**config.mk**
```make
export PLATFORM = sky130hd
export DESIGN_NAME = rbsi_merge
export DESIGN_NICKNAME = d
export VERILOG_FILES = /design/src/hdl/rbsi_pkg.sv /design/src/hdl/rbsi_merge.sv
export SDC_FILE = /design/constraint.sdc
export NUM_CORES = 1
export LEC_CHECK = 0
export BUFFER_PORTS_ARGS = -buffer_cell sky130_fd_sc_hd__buf_4
export CAP_MARGIN = 25
export CORE_AREA = 2 2 147 149
export DETAILED_ROUTE_END_ITERATION = 12
export DIE_AREA = 0 0 149 151
export PLACE_DENSITY = 0.83
export SLEW_MARGIN = 20
export SYNTH_ARGS = -nofsm -noshare
export SYNTH_HDL_FRONTEND = slang
export SYNTH_SLANG_ARGS = --single-unit
export TNS_END_PERCENT = 10
```
**constraint.sdc**
```tcl
create_clock -name vclk -period 18.2
set_clock_uncertainty 0.15 [all_clocks]
set_input_delay 1.82 -clock vclk [all_inputs]
set_output_delay 1.82 -clock vclk [all_outputs]
set_load 0.02 [all_outputs]
```
**src/hdl/rbsi_pkg.sv**
```systemverilog
// ----------------------------------------------------------------------------
// rbsi_pkg
// Types, constants and codes shared by the ray/box slab test block.
// ----------------------------------------------------------------------------
package rbsi_pkg;

  localparam int COORD_WIDTH = 32;
  localparam int FRAC_BITS   = 16;
  localparam int DIST_WIDTH  = 31;
  localparam int NUM_AXES    = 3;
  localparam int CFG_IDX_W   = 3;

  // Configuration register indexes.
  localparam logic [CFG_IDX_W-1:0] REG_LOW_X  = 3'd0;
  localparam logic [CFG_IDX_W-1:0] REG_LOW_Y  = 3'd1;
  localparam logic [CFG_IDX_W-1:0] REG_LOW_Z  = 3'd2;
  localparam logic [CFG_IDX_W-1:0] REG_HIGH_X = 3'd3;
  localparam logic [CFG_IDX_W-1:0] REG_HIGH_Y = 3'd4;
  localparam logic [CFG_IDX_W-1:0] REG_HIGH_Z = 3'd5;

  typedef struct packed {
    logic signed [COORD_WIDTH-1:0] origin_x;
    logic signed [COORD_WIDTH-1:0] origin_y;
    logic signed [COORD_WIDTH-1:0] origin_z;
    logic signed [COORD_WIDTH-1:0] dir_x;
    logic signed [COORD_WIDTH-1:0] dir_y;
    logic signed [COORD_WIDTH-1:0] dir_z;
  } ray_in_t;

  typedef struct packed {
    logic                  hit;
    logic                  origin_inside;
    logic [DIST_WIDTH-1:0] near_distance;
    logic [DIST_WIDTH-1:0] far_distance;
  } ray_out_t;

endpackage

```
**src/hdl/rbsi_merge.sv**
```systemverilog
// ----------------------------------------------------------------------------
// rbsi_merge
// Combines the three lanes' slab parameters into one result item.
// ----------------------------------------------------------------------------
module rbsi_merge #(
  parameter int TW = 50
) (
  input  logic signed [TW-1:0] t_en [rbsi_pkg::NUM_AXES],
  input  logic signed [TW-1:0] t_ex [rbsi_pkg::NUM_AXES],
  input  logic [rbsi_pkg::NUM_AXES-1:0] dz,
  input  logic [rbsi_pkg::NUM_AXES-1:0] in_slab,
  input  logic [rbsi_pkg::NUM_AXES-1:0] empty,
  output rbsi_pkg::ray_out_t res
);

  localparam int DW = rbsi_pkg::DIST_WIDTH;

  logic signed [TW-1:0] tn, tf;
  logic                 org_in, miss, unb, nneg;

  function automatic logic [DW-1:0] clampd(input logic signed [TW-1:0] t);
    logic [DW-1:0] r;
    if (t <= 0) r = '0;
    else if (t > $signed({{(TW-DW){1'b0}}, {DW{1'b1}}})) r = '1;
    else r = t[DW-1:0];
    return r;
  endfunction

  // Zero-direction lanes drop out; unbounded stays flagged.
  always_comb begin
    org_in = &in_slab;
    miss   = |empty;
    unb    = 1'b1;
    nneg   = 1'b1;
    tn     = '0;
    tf     = '0;
    for (int i = 0; i < rbsi_pkg::NUM_AXES; i++) begin
      if (dz[i]) begin
        if (!in_slab[i]) miss = 1'b1;
      end else begin
        if (nneg || t_en[i] > tn) tn = t_en[i];
        if (unb || t_ex[i] < tf) tf = t_ex[i];
        nneg = 1'b0;
        unb  = 1'b0;
      end
    end
    res = '0;
    if (org_in) begin
      res.hit           = 1'b1;
      res.origin_inside = 1'b1;
      res.far_distance  = unb ? '1 : clampd(tf);
    end else if (!miss && (unb || (!(!nneg && tn > tf) && !tf[TW-1]))) begin
      res.hit           = 1'b1;
      res.near_distance = nneg ? '0 : clampd(tn);
      res.far_distance  = unb ? '1 : clampd(tf);
    end
  end

endmodule

```
* Yosys cells after proc, flatten, opt, wreduce, memory -nomap -nowiden
Cells that the tools add are included.
** Operators by class
- Reductions and logical operators :: 14
- Multiplexer cells :: 31
- Magnitude comparators :: 9
** Operators with widths (count)
- two-way mux 50 bit :: 10
- two-way mux 31 bit :: 8
- greater-than comparator 50 bit :: 3
- greater-than comparator 50 x 32 -> 1 bit, second input constant :: 2
- <= comparator 50 x 1 -> 1 bit, second input constant :: 2
- < comparator 50 bit :: 2
- two-way mux 62 bit :: 1
- two-way mux 1 bit :: 12
- logical OR 1 bit :: 5
- zero test 1 bit :: 4
- logical AND 1 bit :: 3
- AND reduction 3 bit :: 1
- OR reduction 3 bit :: 1
** Storage, ports and cells
- Register bits after elaboration :: 0
- Bits of input ports :: 309
- Output and inout bits :: 64
- Word-level logic and storage cells :: 54

* Logic depth before layout (Yosys ltp)
Gate-level depths: netlist of the first run.
- Word-level depth :: 17
- Depth in mapped cells :: 45
- Gate-level depth less buffers :: 35

* Worst setup path before layout of the first run
No wires, ideal clock.
- Path kind :: input to output
- From :: input dz[0] (netlist bit)
- To :: output res[32] (netlist bit)
- Cell stages on the path :: 44
- Buffers on the path :: 11
- Path slack :: 5.223 ns
- Arrival time :: 11.007 ns
- Required time :: 16.230 ns
- Cell sequence :: inv_1 -> clkbuf_1 -> clkbuf_1 -> clkbuf_1 -> buf_1 -> buf_1 -> nand2_1 -> ha_1 -> nand4_1 -> or4_1 -> or4_4 -> a31oi_4 -> or2_2 -> o311a_4 -> buf_6 -> buf_2 -> buf_2 -> a22oi_1 -> (+8 left out) -> o211ai_2 -> clkbuf_1 -> buf_1 -> nand2_1 -> o21ai_0 -> ha_1 -> a21o_1 -> a21o_1 -> a21oi_1 -> o21ai_0 -> a221oi_1 -> o211ai_1 -> a21oi_1 -> nand4_1 -> a31oi_1 -> nand4b_2 -> buf_2 -> a31oi_1
** RTL lines
- start: declaration :: RTL line rbsi_merge.sv:10 : input logic [rbsi_pkg::NUM_AXES-1:0] dz,
- end: declaration :: RTL line rbsi_merge.sv:13 : output rbsi_pkg::ray_out_t res

==> impl_metrics.yaml, run 1 <==
grt:
  grt_max_degree: 96
  grt_pass1_vias: 11511
  grt.total_usage: 0.329
  gr-total-overflow: 0
  antenna_found_initial: 2
  grt_pass1_wl_mm: 59.3
layout:
  layout-drive-gt1-share: 0.251
  syn2layout_area_growth_pct: 29.6
  n_sequential_cell: 0
  multi_input_area_um2: 9060
  seq_area_um2: 0
  nFillCells: 1981
  stdcell_count: 1940
  fin_nets: 2223
  clock_buffers: 0
status:
  outcome: "finished clean"
worst_hold_path:
  min_to: "res[12]"
  worstHoldStart: "t_ex[12]"
  hold-path-cell-count: 3
  hold_path.class: "in2out"
timing:
  rsz0062_at_grt: "false"
  fmax_mhz: 66.0
  finalSetupViolCount: 0
  tns_ps: 0
  period_needed_ps: 15150
  relSlewSlack: 0.333
  period_share: 0.833
  hold_viol: 0
  setup_ws_ps: 3050
  tightest_slew_ps: 996
  holdWs_ps: 3880
  slew_violations: 0
cts:
  hold_buffers: 0
  postCtsSetupBuffers: 0
  cts_resized: 0
logic_synthesis:
  synth_fp_nets: 1914
  postSynthAreaPerCell_um2: 7.20
  yosys.area.top_type: "ha_1"
  netlist_area_um2: 9770
  synth_cells: 1357
  yosysSeqAreaShare: 0
  yosysWarningCount: 0
  synth.top_cells.by_area: "ha_1, nand2_1, mux2i_1"
  synth_top_area_frac: 0.317
  synth_cell_types: 79
floorplan:
  die_h_um: 151
  pin_count: 373
  core_um2: 20800
  die_w_um: 149
  dieArea_um2: 22500
  start_util: 0.469
  floorplan.rows: 53
detailed_routing:
  wl_per_cell_um: 20.2
  dr.pass1.iters: 6
  viasPerCell: 6.26
  drc: 0
  ant_nets: 0
  vias: 12137
  drt-total-wl_mm: 39.3
  first_iter_violations: 832
placed_design:
  portBuffers: 373
  place_ws_ps: 3320
  place_congestion: 0.992
  placed_cells: 1937
  dp_hpwl_mm: 33.2
critical_path:
  critPathCaptureType: "output port"
  crit_arrival_ps: 13180
  cpPeakStageDelay_ps: 770
  start_kind: "input port"
  cp_top_family: "simple AND/OR/NAND/NOR gates"
  crit_slowest_cell: "buf_4"
  critPathKind: "in2out"
  cp_common_cell: "buf_4"
  cp_max_fo: 95
  required_ps: 16230
  cp_num_buf_inv: 5
power:
  cellPowerDensity_nw_per_um2: 39.7
  vdd_ir_drop_max_uv: 19.5
  leakagePower_nw: 6.45
job:
  maxCapViolCount: 0
==> stage by stage <==
stage | area, um2 | power [mW] | util
after CTS | 12600 | 0.495 | 0.607
final | 12700 | 0.503 | 0.608
after detailed placement | 12600 | 0.493 | 0.607
after global routing | 12700 | 0.559 | 0.608
after floorplan | 9770 | 0.321 | -
after global placement | 12600 | 0.482 | 0.607
==> synthesized netlist by cell type (4+ instances only) <==
cell and n:
o21bai_1 4, o31ai_1 5, o21a_1 9, and3_1 5
nor3_1 13, buf_2 21, a21boi_0 6, buf_4 7
and4_1 6, nor2b_1 16, or3_1 4, mux2i_1 62
nand2_1 169, buf_1 17, ha_1 248, a21o_1 45
a211oi_1 15, o221a_1 31, inv_1 100, nand4_1 45
a22oi_1 10, o211ai_1 8, a221oi_1 4, nor2_1 76
nand3_1 19, a22o_1 20, a31oi_1 34, o21ai_0 79
or2_2 5, a32oi_1 45, clkbuf_1 27, buf_6 5
a21oi_1 105, nand2b_1 12, and2_1 5, nor4_1 16
==> power by group <==
part / leakage, nW / switching, mW / internal [mW] / total [mW]
clock: 0.00000634 / 0 / 0.00000000736 / 0.00000000737
sequential: 0 / 0 / 0 / 0
combinational: 6.45 / 0.287 / 0.216 / 0.503
==> area by class of cell <==
class,count,share of cell area
Multi-Input combinational cell,1180,0.715
Timing Repair Buffer,384,0.228
Inverter,100,0.0298
Tap cell,275,0.0272
Antenna cell,1,0.000198
==> routing by layer <==
layer | wire length [um] | track usage | vias to the layer above
met2 | 18600 | 0.585 | 689
met1 | 15800 | 0.418 | 5497
li1 | - | - | 5830
met4 | 1550 | 0.109 | 2
met5 | 10 | 0 | -
met3 | 3360 | 0.0259 | 119
==> worst max path at each step <==
stage / from / to / depth (start not counted)
after floorplan: dz[0] / res[32] / 44
after global placement: dz[0] / res[31] / 35
after detailed placement: dz[0] / res[31] / 35
after CTS: dz[0] / res[31] / 35
after global routing: dz[0] / res[31] / 35
final: dz[0] / res[31] / 35
==> cell usage in the layout, fill, tap and decap left out, types with 4 or more instances in the layout <==
cell type  instances
nand3_1           19
a21boi_0           6
o31ai_1            5
buf_4            382
a21o_1            45
nor4_1            16
mux2i_1           62
nand2_1          169
a211oi_1          15
a32oi_1           45
a221oi_1           4
nand4_1           45
nand2b_1          12
inv_1             99
nor3_1            13
a22o_1            20
o21ai_0           79
and3_1             5
o221a_1           31
o21a_1             9
ha_1             248
or2_2              5
a31oi_1           34
o211ai_1           8
and4_1             6
a22oi_1           10
nor2_1            76
nor2b_1           16
or3_1              4
and2_1             5
a21oi_1          104
o21bai_1           4
==> logic make-up after synthesis <==
| kind of cell | after synthesis | synth area share |
|---|---|---|
| AOI/OAI and AO/OA | 456 | 0.332 |
| and+or+nand+nor | 411 | 0.206 |
| adders and majority gates | 248 | 0.317 |
| buffers and inverters | 177 | 0.0772 |
| muxes | 64 | 0.0662 |
| xor gates and xnor gates | 1 | 0.000896 |
Power figures use the tool's default switching activity.
==> inputs of run 2 (changes only) <==
--- a/config.mk
+++ b/config.mk
@@ -5,12 +5,13 @@
 export SDC_FILE = /design/constraint.sdc
 export NUM_CORES = 1
 export LEC_CHECK = 0
+export ABC_AREA = 1
 export BUFFER_PORTS_ARGS = -buffer_cell sky130_fd_sc_hd__buf_4
 export CAP_MARGIN = 25
-export CORE_AREA = 2 2 147 149
+export CORE_ASPECT_RATIO = 0.9
+export CORE_UTILIZATION = 54
 export DETAILED_ROUTE_END_ITERATION = 12
-export DIE_AREA = 0 0 149 151
-export PLACE_DENSITY = 0.83
+export PLACE_DENSITY = 0.91
 export SLEW_MARGIN = 20
 export SYNTH_ARGS = -nofsm -noshare
 export SYNTH_HDL_FRONTEND = slang
==> constraint.sdc (replaced) <==
create_clock -name vclk -period 14.4
set_clock_uncertainty 0.15 [all_clocks]
set_input_delay 1.44 -clock vclk [all_inputs]
set_output_delay 1.44 -clock vclk [all_outputs]
set_load 0.02 [all_outputs]
==> run 2 against run 1 <==
First-iteration DRC count grew 110%. Sequential cell count did not move. Hold slack worse by 550 ps. Non-clock buffer count down 2. Synthesized area grew 15%. Combinational power grew 49%. Die area decreased by 5.2%. Critical endpoint is now res[0]. Largest cell class unchanged.
==> impl_metrics.yaml, run 2 <==
cts:
  hold_buffers: 0
  cts_resized: 0
  postCtsSetupBuffers: 0
critical_path:
  crit_slowest_cell: "inv_2"
  required_ps: 12810
  cpPeakStageDelay_ps: 760
  cp_common_cell: "nand2_1"
  cp_max_fo: 100
  critPathKind: "in2out"
  critPathCaptureType: "output port"
  start_kind: "input port"
  crit_end: "res[0]"
  worstSetupStartpoint: "dz[0]"
  crit_arrival_ps: 11910
power:
  cellPowerDensity_nw_per_um2: 53.5
  p_total_mw: 0.747
  p_int_mw: 0.276
  power_frac_seq: 0
  clkPwrFrac: 0
  switching_share: 0.631
  vdd_ir_drop_max_uv: 24.5
  leakagePower_nw: 7.92
  power.share.combinational: 1.000
  switching_power_mw: 0.471
detailed_routing:
  dr.pass1.iters: 6
  drc: 0
  first_iter_violations: 1720
  drt-total-wl_mm: 43.9
  vias: 14997
  viasPerCell: 5.87
  wl_per_cell_um: 17.2
  ant_nets: 0
logic_synthesis:
  yosys.area.top_type: "ha_1"
  yosysSeqAreaShare: 0
  yosysMostFrequentCell: "nand2_1"
  synth_cell_types: 43
  synth_cells: 2014
  postSynthAreaPerCell_um2: 5.56
  netlist_area_um2: 11200
  yosysWarningCount: 0
  synth_top_area_frac: 0.277
  synth.top_cells.by_area: "ha_1, nand2_1, nand3_1"
  ys_top_cells_by_count: "nand2_1, ha_1, inv_1"
  synth_fp_nets: 2571
placed_design:
  dp_hpwl_mm: 37.0
  place_congestion: 1.01
  portBuffers: 373
layout:
  clock_buffers: 0
  final_core_util: 0.692
  layout_commonest_cell: "nand2_1"
  seq_area_um2: 0
  fin_nets: 2857
  layout-drive-gt1-share: 0.197
  layout_common_cells: "nand2_1, buf_4, ha_1, inv_1, nand3_1"
  syn2layout_area_growth_pct: 24.6
  n_sequential_cell: 0
  nFillCells: 1870
floorplan:
  pin_count: 373
  dieArea_um2: 21300
  floorplan.rows: 49
  core_um2: 20200
  die_h_um: 139
  die_w_um: 154
  start_util: 0.555
timing:
  relSlewSlack: 0.334
  tightest_slew_ps: 997
  tns_ps: 0
  hold_viol: 0
  fmax_mhz: 74.1
  period_needed_ps: 13500
  holdWs_ps: 3340
  period_share: 0.937
  slew_violations: 0
  finalSetupViolCount: 0
  rsz0062_at_grt: "false"
grt:
  grt_max_degree: 101
  grt.total_usage: 0.392
  gr-total-overflow: 0
  grt_pass1_wl_mm: 68.4
  grt_pass1_vias: 13470
  antenna_found_initial: 1
status:
  outcome: "finished clean"
job:
  maxCapViolCount: 0
worst_hold_path:
  hold_path.class: "in2out"
run 2: changes by cell type after synthesis, sizes merged, moves of 25 or more:
cell | previous run | this run
a21o | 45 | 3
a31oi | 35 | 2
o221a | 31 | 0
a21oi | 105 | 143
nand3b | 1 | 27
nor2 | 76 | 101
mux2i | 62 | 0
nand2 | 170 | 714
nor3 | 13 | 51
nand3 | 19 | 169
a32oi | 47 | 0
inv | 100 | 227
run 2: power by group through the flow:
stage	logic, mW	clock network [mW]	registers [mW]
2_1_floorplan	0.494	0	0
3_3_place_gp	0.701	0	0
3_5_place_dp	0.719	0	0
4_1_cts	0.723	0	0
5_1_grt	0.829	0.00000000929	0
6_report	0.747	0.00000000930	0
run 2: worst min path at each step:
stage | startpoint | end | slack [ps] | cells past startpoint
after floorplan | in_slab[1] | res[63] | 2950 | 2
after global placement | in_slab[1] | res[63] | 3280 | 4
after detailed placement | in_slab[1] | res[63] | 3290 | 4
after CTS | in_slab[1] | res[63] | 3290 | 4
after global routing | in_slab[1] | res[63] | 3310 | 4
final | in_slab[1] | res[63] | 3340 | 4
run 2: final cells by class:
cell class	count	area, um2	share of cell area
Tap cell	255	319	0.0229
Inverter	227	853	0.0611
Multi-Input combinational cell	1689	9870	0.707
Timing Repair Buffer	382	2910	0.208
Antenna cell	1	2.50	0.000179
run 2: per-stage QoR:
stage          std cells  setup slack (ps)  instance area [um2]
2_1_floorplan       2014              3570                11200
3_3_place_gp        2551              1460                13900
3_5_place_dp        2552              1270                13900
4_1_cts             2552              1210                13900
5_1_grt             2554              3.00                14000
6_report            2554               902                14000
run 2: cells by family (layout without fill, tap and decap cells):
group           count (synthesis)  in the layout  synth area share
simple gates                 1124           1124             0.443
other cells                     0              1                 0
buf+inv                       325            609             0.119
fa+ha+maj                     248            248             0.277
compound gates                317            317             0.161
run 2: per-layer routing:
| metal | track usage | vias up | routed length (um) |
|---|---|---|---|
| li1 | - | 7310 | - |
| met3 | 0.0344 | 106 | 4200 |
| met2 | 0.645 | 838 | 19600 |
| met5 | 0 | - | 0 |
| met1 | 0.536 | 6743 | 18500 |
| met4 | 0.130 | 0 | 1620 |
run 2: worst max-delay path, delay by kind of cell:
family / cells / cell delay (ps)
fa+ha+maj: 3 / 870
simple gates: 24 / 3520
buf+inv: 10 / 3210
compound gates: 13 / 2710
